===== src/rtl/msa_pkg.sv =====
// ----------------------------------------------------------------------------
// Moving average smoother package
// Shared sizes, state codes and the command and status types that join the
// controller to the datapath.
// ----------------------------------------------------------------------------
package msa_pkg;

  localparam int WINDOW  = 30;
  localparam int SMP_W   = 12;
  localparam int MEAN_W  = 20;
  localparam int FRAC_W  = 8;

  localparam int POS_W   = (WINDOW > 1) ? $clog2(WINDOW) : 1;
  localparam int CNT_W   = $clog2(WINDOW + 1);
  localparam int SUM_W   = $clog2(WINDOW * ((1 << SMP_W) - 1) + 1);
  localparam int DVD_W   = MEAN_W + CNT_W;
  localparam int STEP_W  = $clog2(MEAN_W + 1);

  localparam logic [1:0] S_IDLE = 2'd0;
  localparam logic [1:0] S_UPD  = 2'd1;
  localparam logic [1:0] S_DIV  = 2'd2;
  localparam logic [1:0] S_DONE = 2'd3;

  typedef struct packed {
    logic accept;
    logic update;
    logic step;
    logic publish;
  } msa_cmd_t;

  typedef struct packed {
    logic out_busy;
  } msa_stat_t;

endpackage


===== src/rtl/msa_if.sv =====
// ----------------------------------------------------------------------------
// Moving average smoother channels
// Valid/ready channels for the sample words and the result words.
// ----------------------------------------------------------------------------
interface sample_if import msa_pkg::*; ();
  logic             valid;
  logic             ready;
  logic [SMP_W-1:0] sample;

  modport source (output valid, output sample, input ready);
  modport sink   (input valid, input sample, output ready);
endinterface

interface mean_if import msa_pkg::*; ();
  logic              valid;
  logic              ready;
  logic [MEAN_W-1:0] mean;
  logic              window_full;

  modport source (output valid, output mean, output window_full, input ready);
  modport sink   (input valid, input mean, input window_full, output ready);
endinterface


===== src/rtl/msa_ram.sv =====
// ----------------------------------------------------------------------------
// Generic RAM
// One write port and one read port, read data registered.
// ----------------------------------------------------------------------------
module msa_ram #(
  parameter int WIDTH = 8,
  parameter int DEPTH = 16
) (
  input  logic                                    clk,
  input  logic                                    we,
  input  logic [((DEPTH > 1) ? $clog2(DEPTH) : 1)-1:0] waddr,
  input  logic [WIDTH-1:0]                        wdata,
  input  logic                                    re,
  input  logic [((DEPTH > 1) ? $clog2(DEPTH) : 1)-1:0] raddr,
  output logic [WIDTH-1:0]                        rdata
);

  logic [WIDTH-1:0] mem [DEPTH];

  always_ff @(posedge clk) begin
    if (we) begin
      mem[waddr] <= wdata;
    end
    if (re) begin
      rdata <= mem[raddr];
    end
  end

endmodule


===== src/rtl/msa_ctrl.sv =====
// ----------------------------------------------------------------------------
// Moving average smoother controller
// Sequences accept, store update, the divider iterations and the hand-over.
// ----------------------------------------------------------------------------
module msa_ctrl import msa_pkg::*; (
  input  logic      clk,
  input  logic      rst,
  input  logic      in_valid,
  output logic      in_ready,
  input  msa_stat_t stat,
  output msa_cmd_t  cmd
);

  logic [1:0]        state;
  logic [1:0]        state_next;
  logic [STEP_W-1:0] step_cnt;

  assign in_ready = (state == S_IDLE);

  always_comb begin
    cmd         = '0;
    state_next  = state;
    case (state)
      S_IDLE: begin
        if (in_valid) begin
          cmd.accept = 1'b1;
          state_next = S_UPD;
        end
      end
      S_UPD: begin
        cmd.update = 1'b1;
        state_next = S_DIV;
      end
      S_DIV: begin
        cmd.step = 1'b1;
        if (step_cnt == STEP_W'(MEAN_W - 1)) begin
          state_next = S_DONE;
        end
      end
      S_DONE: begin
        if (!stat.out_busy) begin
          cmd.publish = 1'b1;
          state_next  = S_IDLE;
        end
      end
      default: begin
        state_next = S_IDLE;
      end
    endcase
  end

  always_ff @(posedge clk) begin
    if (rst) begin
      state    <= S_IDLE;
      step_cnt <= '0;
    end else begin
      state <= state_next;
      if (cmd.update) begin
        step_cnt <= '0;
      end else if (cmd.step) begin
        step_cnt <= step_cnt + STEP_W'(1);
      end
    end
  end

endmodule


===== src/rtl/msa_dp.sv =====
// ----------------------------------------------------------------------------
// Moving average smoother datapath
// Sample store, running sum, fill count, restoring divider and result register.
// ----------------------------------------------------------------------------
module msa_dp import msa_pkg::*; (
  input  logic              clk,
  input  logic              rst,
  input  msa_cmd_t          cmd,
  output msa_stat_t         stat,
  input  logic [SMP_W-1:0]  in_sample,
  output logic              out_valid,
  input  logic              out_ready,
  output logic [MEAN_W-1:0] out_mean,
  output logic              out_full
);

  logic [SMP_W-1:0]  sample;
  logic [SMP_W-1:0]  old_sample;
  logic [SMP_W-1:0]  ram_rdata;
  logic [POS_W-1:0]  pos;
  logic [CNT_W-1:0]  count;
  logic [CNT_W-1:0]  count_next;
  logic [SUM_W-1:0]  sum;
  logic [SUM_W-1:0]  sum_next;
  logic [DVD_W-1:0]  dividend;
  logic [CNT_W-1:0]  rem;
  logic [CNT_W:0]    trial;
  logic              q_bit;
  logic [MEAN_W-1:0] dq;
  logic              full_flag;

  msa_ram #(
    .WIDTH (SMP_W),
    .DEPTH (WINDOW)
  ) u_store (
    .clk   (clk),
    .we    (cmd.update),
    .waddr (pos),
    .wdata (sample),
    .re    (cmd.accept),
    .raddr (pos),
    .rdata (ram_rdata)
  );

  // Until the store is full the entry being replaced has not been written since reset.
  assign old_sample = (count == CNT_W'(WINDOW)) ? ram_rdata : '0;
  assign sum_next   = sum - SUM_W'(old_sample) + SUM_W'(sample);
  assign count_next = (count == CNT_W'(WINDOW)) ? count : count + CNT_W'(1);
  assign dividend   = DVD_W'({sum_next, {FRAC_W{1'b0}}});

  assign trial = {rem, dq[MEAN_W-1]};
  assign q_bit = (trial >= {1'b0, count});

  assign stat.out_busy = out_valid && !out_ready;

  always_ff @(posedge clk) begin
    if (cmd.accept) begin
      sample <= in_sample;
    end
    if (cmd.update) begin
      sum       <= sum_next;
      count     <= count_next;
      full_flag <= (count_next == CNT_W'(WINDOW));
      pos       <= (pos == POS_W'(WINDOW - 1)) ? '0 : pos + POS_W'(1);
      rem       <= dividend[DVD_W-1:MEAN_W];
      dq        <= dividend[MEAN_W-1:0];
    end else if (cmd.step) begin
      rem <= q_bit ? CNT_W'(trial - {1'b0, count}) : CNT_W'(trial);
      dq  <= {dq[MEAN_W-2:0], q_bit};
    end
    if (cmd.publish) begin
      out_mean <= dq;
      out_full <= full_flag;
    end
    if (rst) begin
      sum       <= '0;
      count     <= '0;
      pos       <= '0;
      full_flag <= 1'b0;
    end
  end

  always_ff @(posedge clk) begin
    if (rst) begin
      out_valid <= 1'b0;
    end else if (cmd.publish) begin
      out_valid <= 1'b1;
    end else if (out_ready) begin
      out_valid <= 1'b0;
    end
  end

endmodule


===== src/rtl/moving_average_smoother.sv =====
// ----------------------------------------------------------------------------
// Moving average smoother
// Mean of the last WINDOW or fewer 12-bit samples, unsigned with 8 fraction bits.
// ----------------------------------------------------------------------------
//
//   Channel   Direction  Payload                        Words per item
//   samples   in         sample[11:0]                   one
//   results   out        mean[19:0], window_full        one
//
// Each sample word is accepted while the store is read, then the store,
// running sum and fill count are updated, then the one-bit-per-cycle
// restoring divider runs 20 iterations, and then the result is handed to the
// output register once that holds no stalled result. Reset (synchronous,
// active high) empties the store through the fill count and is at once
// complete. A stalled result waits in the output register while the next
// sample word is already being accepted and worked on.
// ----------------------------------------------------------------------------
module moving_average_smoother import msa_pkg::*; (
  input logic      clk,
  input logic      rst,
  sample_if.sink   samples,
  mean_if.source   results
);

  msa_cmd_t  cmd;
  msa_stat_t stat;

  // The controller owns the sequence; it also decides when a sample word may
  // enter, which is only while no other word is being worked on.
  msa_ctrl u_ctrl (
    .clk      (clk),
    .rst      (rst),
    .in_valid (samples.valid),
    .in_ready (samples.ready),
    .stat     (stat),
    .cmd      (cmd)
  );

  // The datapath holds the store, the sums, the divider and the result
  // register, which parts the result side from the sample side.
  msa_dp u_dp (
    .clk       (clk),
    .rst       (rst),
    .cmd       (cmd),
    .stat      (stat),
    .in_sample (samples.sample),
    .out_valid (results.valid),
    .out_ready (results.ready),
    .out_mean  (results.mean),
    .out_full  (results.window_full)
  );

endmodule

===== src/flat_wrapper.sv =====
// flat-port wrapper written by rule: the top's interface ports become plain ports
module moving_average_smoother_flat import msa_pkg::*;
  (clk, rst, samples_valid, samples_sample, samples_ready, results_valid, results_mean, results_window_full, results_ready);
  sample_if samples_i ();
  mean_if results_i ();
  input logic clk;
  input logic rst;
  input wire logic [$bits(samples_i.valid)-1:0] samples_valid;
  input wire logic [$bits(samples_i.sample)-1:0] samples_sample;
  output wire logic [$bits(samples_i.ready)-1:0] samples_ready;
  output wire logic [$bits(results_i.valid)-1:0] results_valid;
  output wire logic [$bits(results_i.mean)-1:0] results_mean;
  output wire logic [$bits(results_i.window_full)-1:0] results_window_full;
  input wire logic [$bits(results_i.ready)-1:0] results_ready;
  assign samples_i.valid = samples_valid;
  assign samples_i.sample = samples_sample;
  assign samples_ready = samples_i.ready;
  assign results_valid = results_i.valid;
  assign results_mean = results_i.mean;
  assign results_window_full = results_i.window_full;
  assign results_i.ready = results_ready;
  moving_average_smoother u_core (.clk(clk), .rst(rst), .samples(samples_i), .results(results_i));
endmodule

===== config.mk =====
export PLATFORM = sky130hd
export DESIGN_NAME = moving_average_smoother_flat
export DESIGN_NICKNAME = d
export VERILOG_FILES = /design/src/rtl/msa_pkg.sv /design/src/rtl/msa_if.sv /design/src/rtl/msa_ram.sv /design/src/rtl/msa_ctrl.sv /design/src/rtl/msa_dp.sv /design/src/rtl/moving_average_smoother.sv /design/src/flat_wrapper.sv
export SDC_FILE = /design/constraint.sdc
export NUM_CORES = 1
export LEC_CHECK = 0
export BUFFER_PORTS_ARGS = -buffer_cell sky130_fd_sc_hd__buf_2
export CAP_MARGIN = 20
export CORE_MARGIN = 8
export CORE_UTILIZATION = 45
export CTS_CLUSTER_SIZE = 10
export DETAILED_ROUTE_END_ITERATION = 8
export PLACE_DENSITY = 0.6
export SYNTH_ARGS = -nofsm -noshare
export SYNTH_HDL_FRONTEND = slang
export SYNTH_SLANG_ARGS = --single-unit

===== constraint.sdc =====
create_clock -name clk -period 10.3 [get_ports clk]
set_input_delay 0.515 -clock clk [delete_from_list [all_inputs] [get_ports clk]]
set_output_delay 0.515 -clock clk [all_outputs]
set_load 0.05 [all_outputs]

==> qor.txt, run 1 <==
routed via count -> 10.4k
Multi-input gate area -> 0.00531 mm2
post-layout total power -> 5.74 mW
total die area -> 0.0500 mm2
Iteration-0 DRC Markers -> 1003
GPL Wtd Cong -> 0.864
Initial Utilization -> 45.3%
Site Rows -> 76
RSZ-0062 raised after global routing -> no
Rel. slew slack -> 29.6%
top cell type's share of synthesized area -> 65.3%
CP startpoint kind -> flip-flop
period utilization -> 36.0%
Resize count post-CTS -> 0
first-pass GRT wire length -> 65000 um
core area -> 0.0428 mm2
io pins -> 39
Die H -> 224 um
post-synthesis async set-or-reset flop share -> 0%
area of the mapped netlist -> 0.0194 mm2
vias in the first global route -> 10.5k
CTS hold repair buffers -> 0
synthesis-to-finish area growth -> 13.2%
drt drc -> 0
crit path max-delay cell type -> fa_1
pwr/cell area -> 261 mW/mm2
post-synth top area cell -> edfxtp_1
Via density -> 5.68
CP required -> 10630 ps
Layout fillers -> 3530
dpl ws -> 6390 ps
Peak VDD IR -> 0.172 mV
crit-path cells -> inv_1 -> ha_1 -> nand2_1 -> nor3_1 -> buf_4 -> and2_1 -> fa_1 -> inv_1 -> ha_1 -> a21o_1 -> a21oi_1 -> a21oi_1 -> o31a_1 -> or3_1 -> a32o_1
Fmax -> 270 MHz
CTS tree -> yes
Post-synth EDFFs -> 422
setup tns final -> 0 ps
post-CTS setup buffers -> 0
Leak Pwr -> 7.33 nW
HPWL Detailed -> 26100 um
top post-synthesis cells by area -> edfxtp_1 65%, mux4_2 9.8%, dfxtp_1 4.5%, ha_1 2.1%, a21oi_1 1.6%
WL/cell -> 23.2 um
DRT Pass-1 Iters -> 5
post-route antenna net violation count -> 0
CP Capture Type -> flip-flop
Cells after Synth -> 1183
clock transition at the registers of the reported paths -> 60 ps
share of the yosys chip area belonging to registers -> 69.9%
CTS Buf Count -> 53
status -> completed
final wirelength -> 42600 um
Final Critical Period -> 3710 ps
CP arrival -> 4040 ps
GR Util All Layers -> 17.1%
port buffer count -> 38
H-tree Lvls -> 2
Syn. warnings -> 0
fraction of layout cells with a size suffix above 1 -> 19.4%
largest net degree at the start of global routing -> 60
Clock Skews -> 8.95 ps
total congestion overflow -> 0
flops & latches, synth -> 466
Hold Crit Class -> primary input to flip-flop
NumNets Final -> 1330
Setup CP Type -> flip-flop to flip-flop
Critical Path Max Stage Delay -> 480 ps
final setup fails -> 0
Max Slew Vio Count -> 0
Mean Syn Cell Area -> 16.4 um2
clock sinks -> 466
clk root buf -> clkbuf_16
CTS Buffer Depth -> 3
ys flop type -> edfxtp_1
Worst-Margin Slew -> 1050 ps
antenna violations before repair -> 0
Max-Cap Viols -> 0
final worst setup slack -> 6590 ps
Skew-Pair Late Insertion Delay -> 580 ps
Die Span X -> 224 um
Fin. Hold Viols -> 0
Syn Nets -> 1245
FF/Latch Area -> 0.0136 mm2
crit-path max FO -> 15
Yosys cell types -> 68
==> worst paths after layout <==
kind                                     start                            endpoint  slack (ps)  cells after the start
min                          samples_sample[8]     u_core.u_dp.sample[8]$_DFFE_PP_         110                      1
min reg2reg       u_core.u_dp.dq[15]$_DFFE_PP_  u_core.u_dp.out_mean[15]$_DFFE_PP_         450                      0
max          u_core.u_dp.count[0]$_SDFFE_PP0P_        u_core.u_dp.dq[17]$_DFFE_PP_        6590                     15
max reg2reg  u_core.u_dp.count[0]$_SDFFE_PP0P_        u_core.u_dp.dq[17]$_DFFE_PP_        6590                     15
==> layout make-up <==
cell class	instances	share of cell area (%)
well taps	546	3.11
inverters	69	1.18
clock inverters	5	0.154
flip-flops and latches	466	61.8
repair buffers	86	3.08
multi-input cells	592	24.2
diodes	1	0.0114
clock buffers	72	6.51
==> worst max-delay path: cells and delay by family (launching register included) <==
| family | cells | cell delay (ps) |
|---|---|---|
| and+or+nand+nor | 4 | 610 |
| DFF | 1 | 420 |
| buffers and inverters | 3 | 320 |
| AOI/OAI and AO/OA | 5 | 1040 |
| adders and majority gates | 3 | 1060 |
==> cell families after synthesis <==
| family | Yosys count | synth area share [%] |
|---|---|---|
| adder cells (fa/ha/maj) | 46 | 3.47 |
| multiplexers | 114 | 11.3 |
| AND/OR/NAND/NOR | 268 | 6.83 |
| XOR/XNOR | 18 | 0.813 |
| buffers and inverters | 125 | 2.78 |
| flip-flops | 466 | 69.9 |
| AO/OA/AOI/OAI | 146 | 4.90 |
==> synthesized netlist by cell type (15+ instances only) <==
library cell	number
and3_1	15
nor2_1	75
inv_1	68
dfxtp_1	44
nand2_1	59
nand3_1	20
a21oi_1	61
nand4_1	23
clkbuf_1	30
nor3_1	21
nor2b_1	16
mux2i_1	27
edfxtp_1	422
ha_1	33
mux4_2	84
==> through the flow <==
stage,cell area [um2],util [%],hold slack [ps],instances
after floorplan,19400,-,408,1183
after global placement,20200,47.3,438,1742
after detailed placement,20300,47.5,442,1750
after CTS,21800,50.9,74.7,1827
after global routing,22000,51.3,78.7,1836
final,22000,51.3,106,1837
==> registers in the layout, summed over array words and instances (netlist names) <==
| register | cells |
|---|---|
| u_core.u_dp.dq | 20 |
| u_core.u_dp.pos | 5 |
| u_core.u_dp.sum | 17 |
| u_core.u_dp.out_full | 1 |
| u_core.u_dp.full_flag | 1 |
| u_core.u_dp.out_mean | 20 |
| u_core.u_dp.rem | 5 |
| u_core.u_dp.out_valid | 1 |
| u_core.u_dp.u_store.rdata | 12 |
| u_core.u_dp.u_store.mem | 360 |
| u_core.u_dp.count | 5 |
| u_core.u_dp.sample | 12 |
| u_core.u_ctrl.step_cnt | 5 |
| u_core.u_ctrl.state | 2 |
==> layer usage <==
layer,share of wire (%),vias to the layer above,global-route usage (%)
met5,0.10,-,0.684
met2,47,317,27.1
met1,44,5324,23.6
li1,-,4725,-
met3,5.8,72,2.81
met4,3.0,2,6.78
==> report_power, final <==
part / internal, mW / switching, mW
clock network: 0.950 / 0.686
logic: 0.669 / 0.977
registers: 2.35 / 0.105
==> layout by cell type (no fill, tap or decap), drive strengths merged, types with 14 or more instances in the layout <==
| master | count |
|---|---|
| dfxtp | 44 |
| nor3 | 21 |
| nand2 | 59 |
| ha | 33 |
| inv | 69 |
| nand3 | 21 |
| edfxtp | 422 |
| nor2b | 17 |
| nor2 | 75 |
| mux4 | 84 |
| clkbuf | 72 |
| and2 | 14 |
| o21ai | 17 |
| and3 | 15 |
| buf | 86 |
| nand4 | 23 |
| mux2i | 27 |
| a21oi | 65 |
(Power assumes the default switching activity.)
==> run 2: changes to the inputs <==
clock period = 3.6 ns   (was 10.3 ns; I/O delays follow)
==> qor.txt, run 2 (synthesis gave the netlist of run 1 again) <==
H-tree Lvls -> 2 (unchanged)
Largest register FFs -> 360 (unchanged)
FF/Latch Area -> 0.0136 mm2 (unchanged)
Site Rows -> 76 (unchanged)
post-route antenna net violation count -> 0 (unchanged)
Leak Pwr -> 7.52 nW (+2.6%)
core area -> 0.0428 mm2 (unchanged)
GR Util All Layers -> 17.3% (+0.20 points)
drt drc -> 0 (unchanged)
leading cell type in the layout, fill and taps excluded -> edfxtp_1
CP Capture Type -> flip-flop
clk root buf -> clkbuf_16
Fin. Hold Viols -> 0 (unchanged)
Peak VDD IR -> 0.410 mV (+140%)
Placed Cells -> 1783 (+1.9%)
CTS tree -> yes
Logic pwr share -> 29.9% (+1.2 points)
final core utilization -> 52.2% (+0.85 points)
vias in the first global route -> 10.8k (+3.2%)
final wirelength -> 43700 um (+2.7%)
Die H -> 224 um (unchanged)
HPWL Detailed -> 27300 um (+4.6%)
total congestion overflow -> 0 (unchanged)
ANT cells -> 0 (-1)
cell area after layout -> 0.0223 mm2 (+1.7%)
Switching Fraction -> 31.2% (+0.36 points)
period utilization -> 96.2% (+60 points)
hold slack -> 79.8 ps (-26.3 ps)
total die area -> 0.0500 mm2 (unchanged)
first-pass GRT wire length -> 65800 um (+1.2%)
fraction of layout cells with a size suffix above 1 -> 21.8% (+2.4 points)
Die Span X -> 224 um (unchanged)
Layout fillers -> 3467 (-1.8%)
routed via count -> 10.7k (+2.1%)
CP arrival -> 3970 ps (-70 ps)
dpl ws -> 109 ps (-6290 ps)
largest net degree at the start of global routing -> 48 (-20%)
clock sinks -> 466 (unchanged)
placed inst area -> 0.0206 mm2 (+1.2%)
crit path max-delay cell type -> or4_4
biggest regs -> u_core.u_dp.u_store.mem: 360 flops, u_core.u_dp.dq: 20 flops, u_core.u_dp.out_mean: 20 flops
Rel. slew slack -> 32.5% (+2.9 points)
Int Pwr -> 11.5 mW (+190%)
clock share of power -> 27.8% (-0.7 points)
Critical Path Max Stage Delay -> 510 ps (+30 ps)
Setup CP Type -> flip-flop to flip-flop
synthesis-to-finish area growth -> 15.1%
Fmax -> 289 MHz (+7.1%)
Skew-Pair Late Insertion Delay -> 600 ps (+20 ps)
WL/cell -> 23.3 um (+0.69%)
most used cell, CP -> buf_6
Clock Skews -> 20.7 ps (+11.7 ps)
CP startpoint kind -> flip-flop
Max-Cap Viols -> 0 (unchanged)
CP required -> 4110 ps (-6520 ps)
clock transition at the registers of the reported paths -> 60 ps (about the same)
CTS Buf Count -> 53 (unchanged)
port buffer count -> 38 (unchanged)
crit-path max FO -> 7 (-8)
Final Critical Period -> 3460 ps (-245 ps)
part of the power in registers -> 42.3% (-0.5 points)
status -> completed
final setup fails -> 0 (unchanged)
GPL Wtd Cong -> 0.801 (-7.3%)
Hold Crit Class -> primary input to flip-flop
Max Slew Vio Count -> 0 (unchanged)
Multi-input gate area -> 0.00541 mm2 (+1.8%)
most frequent cells in the layout -> 422 x edfxtp_1, 84 x mux4_2, 75 x nor2_1
antenna violations before repair -> 1 (+1)
Initial Utilization -> 45.3% (unchanged)
Iteration-0 DRC Markers -> 760 (-24%)
crit-path cells -> inv_2 -> ha_4 -> nand2_2 -> nor3_4 -> buf_6 -> buf_6 -> and2_1 -> fa_1 -> inv_1 -> ha_1 -> and3_1 -> nand3_1 -> a211oi_2 -> buf_4 -> or4_4 -> a31o_1 -> a21oi_2
CTS Buffer Depth -> 3 (unchanged)
non-filler cells, final -> 1874 (+2.0%)
NumNets Final -> 1371 (+3.1%)
final worst setup slack -> 137 ps (-6460 ps)
DRT Pass-1 Iters -> 5 (unchanged)
Via density -> 5.69 (+0.11%)
io pins -> 39 (unchanged)
Worst-Margin Slew -> 1010 ps (-44.3 ps)
largest reg by FF count -> u_core.u_dp.u_store.mem
pwr/cell area -> 750 mW/mm2 (+190%)
Psw -> 5.22 mW (+200%)
[run 2: worst max-delay path: cells and delay by family, from the launching register on]
| family | cells | cell delay (ps) |
|---|---|---|
| AND/OR/NAND/NOR | 6 | 1330 |
| adder cells (fa/ha/maj) | 3 | 780 |
| buffers and inverters | 5 | 560 |
| AO/OA/AOI/OAI | 3 | 420 |
| flip-flops | 1 | 320 |
[run 2: per-stage QoR]
stage                     total power [mW]  TNS (ps)
after detailed placement              12.1         0
after global routing                  17.6      -105
after global placement                12.0         0
after CTS                             16.8         0
final                                 16.7         0
after floorplan                       10.6         0
[run 2: final cells by class]
class	count	area share, %
Sequential cell	466	60.8
Clock inverter	6	0.286
Clock buffer	68	6.19
Multi-Input combinational cell	592	24.2
Inverter	69	1.16
Timing Repair Buffer	127	4.33
Tap cell	546	3.06
[run 2: worst paths after layout]
kind                            cells past startpoint  slack (ps)                                   to                                from
worst max register to register                     17         140     u_core.u_dp.sum[16]$_SDFFE_PP0P_   u_core.u_dp.count[0]$_SDFFE_PP0P_
worst max-delay path                               17         140     u_core.u_dp.sum[16]$_SDFFE_PP0P_   u_core.u_dp.count[0]$_SDFFE_PP0P_
worst min-delay path                                5          80  u_core.u_ctrl.state[0]$_SDFFE_PP0P_                       samples_valid
worst min register to register                      0         440       u_core.u_dp.out_full$_DFFE_PP_  u_core.u_dp.full_flag$_SDFFE_PP0P_
[run 2: per-layer routing]
layer / vias up / global-route usage, % / part of all wire (%)
li1: 4814 / - / -
met1: 5465 / 22.9 / 43
met2: 317 / 28.4 / 48
met3: 66 / 3.37 / 6.0
met4: 0 / 6.56 / 2.9
met5: - / 0 / 0
[run 2: power by group through the flow]
| stage | logic [mW] | registers, mW | clock network [mW] |
|---|---|---|---|
| 2_1_floorplan | 3.45 | 7.16 | 0 |
| 3_3_place_gp | 4.79 | 7.19 | 0 |
| 3_5_place_dp | 4.86 | 7.19 | 0 |
| 4_1_cts | 4.89 | 7.09 | 4.77 |
| 5_1_grt | 5.48 | 7.14 | 4.97 |
| 6_report | 5.01 | 7.08 | 4.65 |
[run 2: repair_timing]
item | CTS | global route
setup buffers | 0 | 1
endpoints found under the setup margin | 0 | 12
endpoints found under the hold margin | 13 | 0
gates resized for setup | 0 | 26
hold buffers | 13 | 0
